## src/rtl/core/tksel_pkg.sv

```systemverilog
// ----------------------------------------------------------------------------
// Top-k selection package
// Widths, register map, beat types and the link types of the insertion chain.
// ----------------------------------------------------------------------------
package tksel_pkg;

	localparam int DATA_W     = 32;
	localparam int K_W        = 5;
	localparam int MAX_K_DEF  = 16;
	localparam int APB_ADDR_W = 3;
	localparam int APB_DATA_W = 32;

	localparam logic [K_W-1:0] K_RESET = K_W'(16);

	// Register index of k_in_use; the index is paddr[2].
	localparam logic REG_K_IN_USE = 1'b0;

	typedef struct packed {
		logic signed [DATA_W-1:0] value;
		logic                     last;
	} in_beat_t;

	typedef struct packed {
		logic signed [DATA_W-1:0] kept_value;
		logic                     last_of_run;
	} out_beat_t;

	// What one cell shows a neighbour: its entry, whether it holds one, and
	// its comparison against the value being inserted.
	typedef struct packed {
		logic                     valid;
		logic                     flag;
		logic signed [DATA_W-1:0] value;
	} cell_link_t;

	// Broadcast from the controller to every cell.
	typedef struct packed {
		logic                     grow;
		logic                     replace;
		logic                     shift;
		logic signed [DATA_W-1:0] value;
	} cell_cmd_t;

endpackage

```

## src/rtl/core/top_k_select_min_heap.sv

```systemverilog
// ----------------------------------------------------------------------------
// Top-k selection over a stream of signed values
// Keeps the k largest values of a run in a sorted chain of cells and reports
// them in ascending order when the run ends.
// ----------------------------------------------------------------------------
// Input beats carry a signed value and a last mark; output beats carry one
// kept value and a last_of_run mark. k_in_use is written through the APB
// port at address 0; zero acts as one and values above MAX_K act as MAX_K.
// Each input beat is taken without a stall: every cell compares its entry with
// the new value at once and shifts or loads in the same edge, so a run of
// values streams at one beat per cycle whatever k is.
// A beat marked last is processed like the others, and the first result is
// shown in the next cycle. The chain then shifts down one place per output
// beat taken. in_ready stays low from the last beat until the final result
// is taken; a stall simply holds the chain and the output beat.
// Reset empties the chain and sets k_in_use to 16.
// ----------------------------------------------------------------------------
module top_k_select_min_heap #(
	parameter int MAX_K = tksel_pkg::MAX_K_DEF
) (
	input  logic                              clk,
	input  logic                              arst_n,
	input  logic                              in_valid,
	output logic                              in_ready,
	input  tksel_pkg::in_beat_t               in_beat,
	output logic                              out_valid,
	input  logic                              out_ready,
	output tksel_pkg::out_beat_t              out_beat,
	input  logic                              psel,
	input  logic                              penable,
	input  logic                              pwrite,
	input  logic [tksel_pkg::APB_ADDR_W-1:0]  paddr,
	input  logic [tksel_pkg::APB_DATA_W-1:0]  pwdata,
	output logic [tksel_pkg::APB_DATA_W-1:0]  prdata,
	output logic                              pready
);

	localparam int CW   = $clog2(MAX_K + 1);
	localparam int CMPW = (CW > tksel_pkg::K_W) ? CW : tksel_pkg::K_W;

	logic [tksel_pkg::K_W-1:0] k_q;
	logic [CW-1:0]             count_q;
	logic                      report_q;

	logic [CMPW-1:0] k_ext;
	logic [CMPW-1:0] k_eff;
	logic [CMPW-1:0] count_ext;
	logic            in_take;
	logic            out_take;
	logic            has_room;
	logic            head_next_valid;

	tksel_pkg::cell_cmd_t  cmd;
	tksel_pkg::cell_link_t to_left  [MAX_K];
	tksel_pkg::cell_link_t to_right [MAX_K];

	// Configuration port
	assign pready = 1'b1;
	assign prdata = tksel_pkg::APB_DATA_W'(k_q);

	always_ff @(posedge clk or negedge arst_n) begin
		if (!arst_n) begin
			k_q <= tksel_pkg::K_RESET;
		end else if (psel && penable && pwrite && pready
			&& (paddr[2] == tksel_pkg::REG_K_IN_USE)) begin
			k_q <= pwdata[tksel_pkg::K_W-1:0];
		end
	end

	assign k_ext     = CMPW'(k_q);
	assign count_ext = CMPW'(count_q);

	always_comb begin
		if (k_ext == '0) begin
			k_eff = CMPW'(1);
		end else if (k_ext > CMPW'(MAX_K)) begin
			k_eff = CMPW'(MAX_K);
		end else begin
			k_eff = k_ext;
		end
	end

	// Handshakes
	assign in_ready  = !report_q;
	assign in_take   = in_valid && in_ready;
	assign out_valid = report_q;
	assign out_take  = out_valid && out_ready;
	assign has_room  = count_ext < k_eff;

	// The head cell's lt flag tells whether the new value beats the minimum.
	assign cmd.grow    = in_take && has_room;
	assign cmd.replace = in_take && !has_room && to_left[0].flag;
	assign cmd.shift   = out_take;
	assign cmd.value   = in_beat.value;

	assign out_beat.kept_value  = to_right[0].value;
	assign out_beat.last_of_run = !head_next_valid;

	always_ff @(posedge clk or negedge arst_n) begin
		if (!arst_n) begin
			count_q  <= '0;
			report_q <= 1'b0;
		end else begin
			if (out_take && !head_next_valid) begin
				count_q  <= '0;
				report_q <= 1'b0;
			end else if (in_take) begin
				if (has_room) begin
					count_q <= count_q + CW'(1);
				end
				report_q <= in_beat.last;
			end
		end
	end

	for (genvar i = 0; i < MAX_K; i++) begin : g_cell
		tksel_pkg::cell_link_t l_in;
		tksel_pkg::cell_link_t r_in;

		if (i == 0) begin : g_lo
			assign l_in = '{valid: 1'b1, flag: 1'b0, value: '0};
		end else begin : g_lo
			assign l_in = to_right[i-1];
		end

		if (i == MAX_K - 1) begin : g_hi
			assign r_in = '{valid: 1'b0, flag: 1'b0, value: '0};
		end else begin : g_hi
			assign r_in = to_left[i+1];
		end

		tksel_cell u_cell (
			.clk        (clk),
			.arst_n     (arst_n),
			.cmd        (cmd),
			.from_left  (l_in),
			.from_right (r_in),
			.to_left    (to_left[i]),
			.to_right   (to_right[i])
		);
	end

	assign head_next_valid = g_cell[0].r_in.valid;

endmodule

```

## src/rtl/core/tksel_cell.sv

```systemverilog
// ----------------------------------------------------------------------------
// Top-k selection chain cell
// Holds one kept value of the ascending chain and moves it to or from its
// neighbours on insertion, replacement of the minimum, and readout.
// ----------------------------------------------------------------------------
module tksel_cell (
	input  logic                  clk,
	input  logic                  arst_n,
	input  tksel_pkg::cell_cmd_t  cmd,
	input  tksel_pkg::cell_link_t from_left,
	input  tksel_pkg::cell_link_t from_right,
	output tksel_pkg::cell_link_t to_left,
	output tksel_pkg::cell_link_t to_right
);

	logic                             valid_q;
	logic signed [tksel_pkg::DATA_W-1:0] value_q;
	logic                             gt;
	logic                             lt;

	// An empty cell counts as larger than anything, so growth fills the
	// first empty place when nothing kept is larger.
	assign gt = !valid_q || (value_q > cmd.value);
	assign lt = valid_q && (value_q < cmd.value);

	assign to_right = '{valid: valid_q, flag: gt, value: value_q};
	assign to_left  = '{valid: valid_q, flag: lt, value: value_q};

	always_ff @(posedge clk or negedge arst_n) begin
		if (!arst_n) begin
			valid_q <= 1'b0;
		end else if (cmd.shift) begin
			valid_q <= from_right.valid;
		end else if (cmd.grow) begin
			valid_q <= valid_q | from_left.valid;
		end
	end

	always_ff @(posedge clk) begin
		if (cmd.shift) begin
			value_q <= from_right.value;
		end else if (cmd.grow) begin
			if (gt) begin
				value_q <= from_left.flag ? from_left.value : cmd.value;
			end
		end else if (cmd.replace) begin
			if (from_right.flag) begin
				value_q <= from_right.value;
			end else if (lt) begin
				value_q <= cmd.value;
			end
		end
	end

endmodule

```

## config.mk

```make
export PLATFORM = sky130hd
export DESIGN_NAME = top_k_select_min_heap
export DESIGN_NICKNAME = d
export VERILOG_FILES = /design/src/rtl/core/tksel_pkg.sv /design/src/rtl/core/top_k_select_min_heap.sv /design/src/rtl/core/tksel_cell.sv
export SDC_FILE = /design/constraint.sdc
export NUM_CORES = 2
export LEC_CHECK = 0
export ABC_AREA = 0
export BUFFER_PORTS_ARGS = -buffer_cell sky130_fd_sc_hd__clkbuf_2
export CAP_MARGIN = 5
export CORE_AREA = 2 2 286 288
export CTS_CLUSTER_DIAMETER = 80
export DETAILED_ROUTE_END_ITERATION = 8
export DIE_AREA = 0 0 288 290
export HOLD_SLACK_MARGIN = 0.06
export PLACE_DENSITY_LB_ADDON = 0.1
export SKIP_CTS_REPAIR_TIMING = 1
export SYNTH_ARGS = -nofsm -noshare
export SYNTH_HDL_FRONTEND = slang
export SYNTH_HIERARCHICAL = 1
export SYNTH_SLANG_ARGS = --single-unit
```

## constraint.sdc

```tcl
create_clock -name clk -period 9.2 [get_ports clk]
set_input_delay 0.92 -clock clk [delete_from_list [all_inputs] [get_ports clk]]
set_output_delay 0.92 -clock clk [all_outputs]
set_load 0.01 [all_outputs]
```

==> impl_metrics.ini <==
[timing]
drv_slew = 33
worst_pin_slew_ns = 2.486
period_share_pct = 54.79
tns_ns = 0
rsz0062_at_grt = false
fin_skew_ns = 0.02418
setup_ws_ns = 4.159
finalSetupViolCount = 0
period_minus_slack_ns = 5.041
max_freq_mhz = 198.4
relSlewSlack_pct = -66.33
hold_viol_final = 0

[die]
io_pins = 143
die_h_um = 290
start_util_pct = 54.28
row_count = 104
die_w_um = 288
core-area_um2 = 80160
die_area_um2 = 83520

[layout]
fin_nets = 4622
final-instance-count-excl-fill = 5140
fillers = 7114
post-route-util_pct = 54.62
multi_input_area_um2 = 19190
regArea_um2 = 16050
n_antenna_cell = 0
area_delta_synth_final_pct = 0.6298
drive_above_1_share_pct = 11.59

[grt]
grt_pass1_wl_mm = 164.4
grt-ovfl-total = 0
grt_max_degree = 68
antenna_found_initial = 0
track_usage_pct = 24.55
grt_pass1_vias = 29913

[placement]
placed_cells = 5020
place.gp.congestion = 0.8454
hpwl_mm = 82.06
dpl_worst_slack_ns = 3.561
io_buffers = 85

[setup_path]
start_kind = primary input
arrival_ns = 5.31
cp_max_fo = 30
required_ns = 9.47
r2r_slack_ns = 4.48
r2r_cells = 14
regToRegStartpoint = k_ext[4]
crit_type = primary input to flop
r2r_end = g_cell[10].u_cell/value_q[28]
worst_setup_path_end_kind = flop

[run_status]
failed_checks = max-slew violations
status = finished, violations left

[detailed_routing]
wire_per_inst_um = 20.19
firstDrtPassIters = 7
drt_iter0_drc = 3488
drc = 0
wl_mm = 103.8
ant_nets = 0
vias = 30687
routed_via_density = 5.970

[clocking]
cts_num_sinks = 539
clkTransAtPathRegs_ns = 0.06
cts_tree = done
cts_buffers = 68
cts_root_buf = clkbuf_16
clockBufferDepth = 3
htreeDepth = 3
clk_latency_ns = 0.60

[yosys]
syn_area_per_cell_um2 = 9.873
yosys_warnings = 6
syn-cell-area_um2 = 43510
netlist_instances = 4407

[hold_path]
hold_path_class = primary input to async pin

[power]
p_leak_uw = 0.02121
p_per_area_nw_per_um2 = 380.0
peakVddDrop_uv = 389.8

[flow_run]
cap_viol_max_count = 0
registers in the layout (all words and copies together), names as in the netlist:
| name | cells |
|---|---|
| count_ext | 5 |
| g_cell.u_cell/valid_q | 16 |
| g_cell.u_cell/value_q | 512 |
| k_ext | 5 |
| out_valid | 1 |
stage by stage:
stage               cell area [um2]  hold slack, ns  power, uW
floorplan                     43870          0.4728      13260
global placement              41690          0.4980      13850
detailed placement            41690          0.5009      14140
CTS                           43780          0.4274      16730
global route                  43780          0.4669      18030
finish                        43780          0.4321      16640
worst max-delay path, cell delays in order:
cell and delay [ns]:
clkbuf_2 0.33, buf_4 0.31, inv_1 0.07, ha_1 0.30, nand4_1 0.16, nor3_1 0.14
a21boi_1 0.15, o41a_1 0.44, o31ai_4 0.49, nand3_1 0.16, nor2_2 0.10, buf_4 0.37
nand2_1 0.09, nand2_1 0.08, a21oi_1 0.09, mux2i_4 0.63, buf_4 0.42
cell usage in the layout, fill, tap and decap left out, types with 26 or more instances in the layout:
master     instances
a21oi_2           45
edfxtp_1         512
clkbuf_2          85
a21o_1            42
a21oi_1          198
dfrtp_1           26
clkbuf_16         74
ha_1             517
nand4_1          103
a222oi_1         512
buf_4             85
nor2_1            51
o21ai_0           49
conb_1            98
o21ai_1           30
a211oi_1          28
nand3_1           51
nand2_1          144
inv_1           1065
area by class of cell:
type                            count  area share [%]
Clock inverter                     20          0.2029
Timing Repair Buffer              170           2.429
Multi-Input combinational cell   2172           43.84
Tap cell                         1060           3.029
Clock buffer                      100           4.589
Sequential cell                   539           36.66
Inverter                         1079           9.250
metal layers:
layer / wire length [um] / share of wire, % / vias to the layer above / GRT usage (%)
met3: 4640 / 4.5 / 151 / 2.642
met2: 50980 / 49 / 777 / 43.20
li1: - / - / 14922 / -
met1: 45330 / 44 / 14837 / 31.75
met4: 2834 / 2.7 / 0 / 6.976
met5: 0 / 0 / - / 0
power by group:
group / switching [uW] / internal [uW]
Combinational: 4650 / 3070
Sequential: 1400 / 4960
Clock: 1050 / 1510
Total: 7110 / 9530
worst max path at each step:
| stage | endpoint | startpoint | depth (start not counted) | slack, ns |
|---|---|---|---|---|
| floorplan | g_cell[0].u_cell/value_q[0] | in_beat[20] | 14 | 3.45 |
| global placement | g_cell[1].u_cell/value_q[4] | in_beat[15] | 17 | 3.55 |
| detailed placement | g_cell[1].u_cell/value_q[4] | in_beat[15] | 17 | 3.56 |
| CTS | g_cell[1].u_cell/value_q[6] | in_beat[15] | 17 | 4.21 |
| global route | g_cell[1].u_cell/value_q[9] | in_beat[12] | 17 | 3.95 |
| finish | g_cell[1].u_cell/value_q[6] | in_beat[15] | 17 | 4.16 |
No activity file was read; power rests on OpenSTA's default activity.
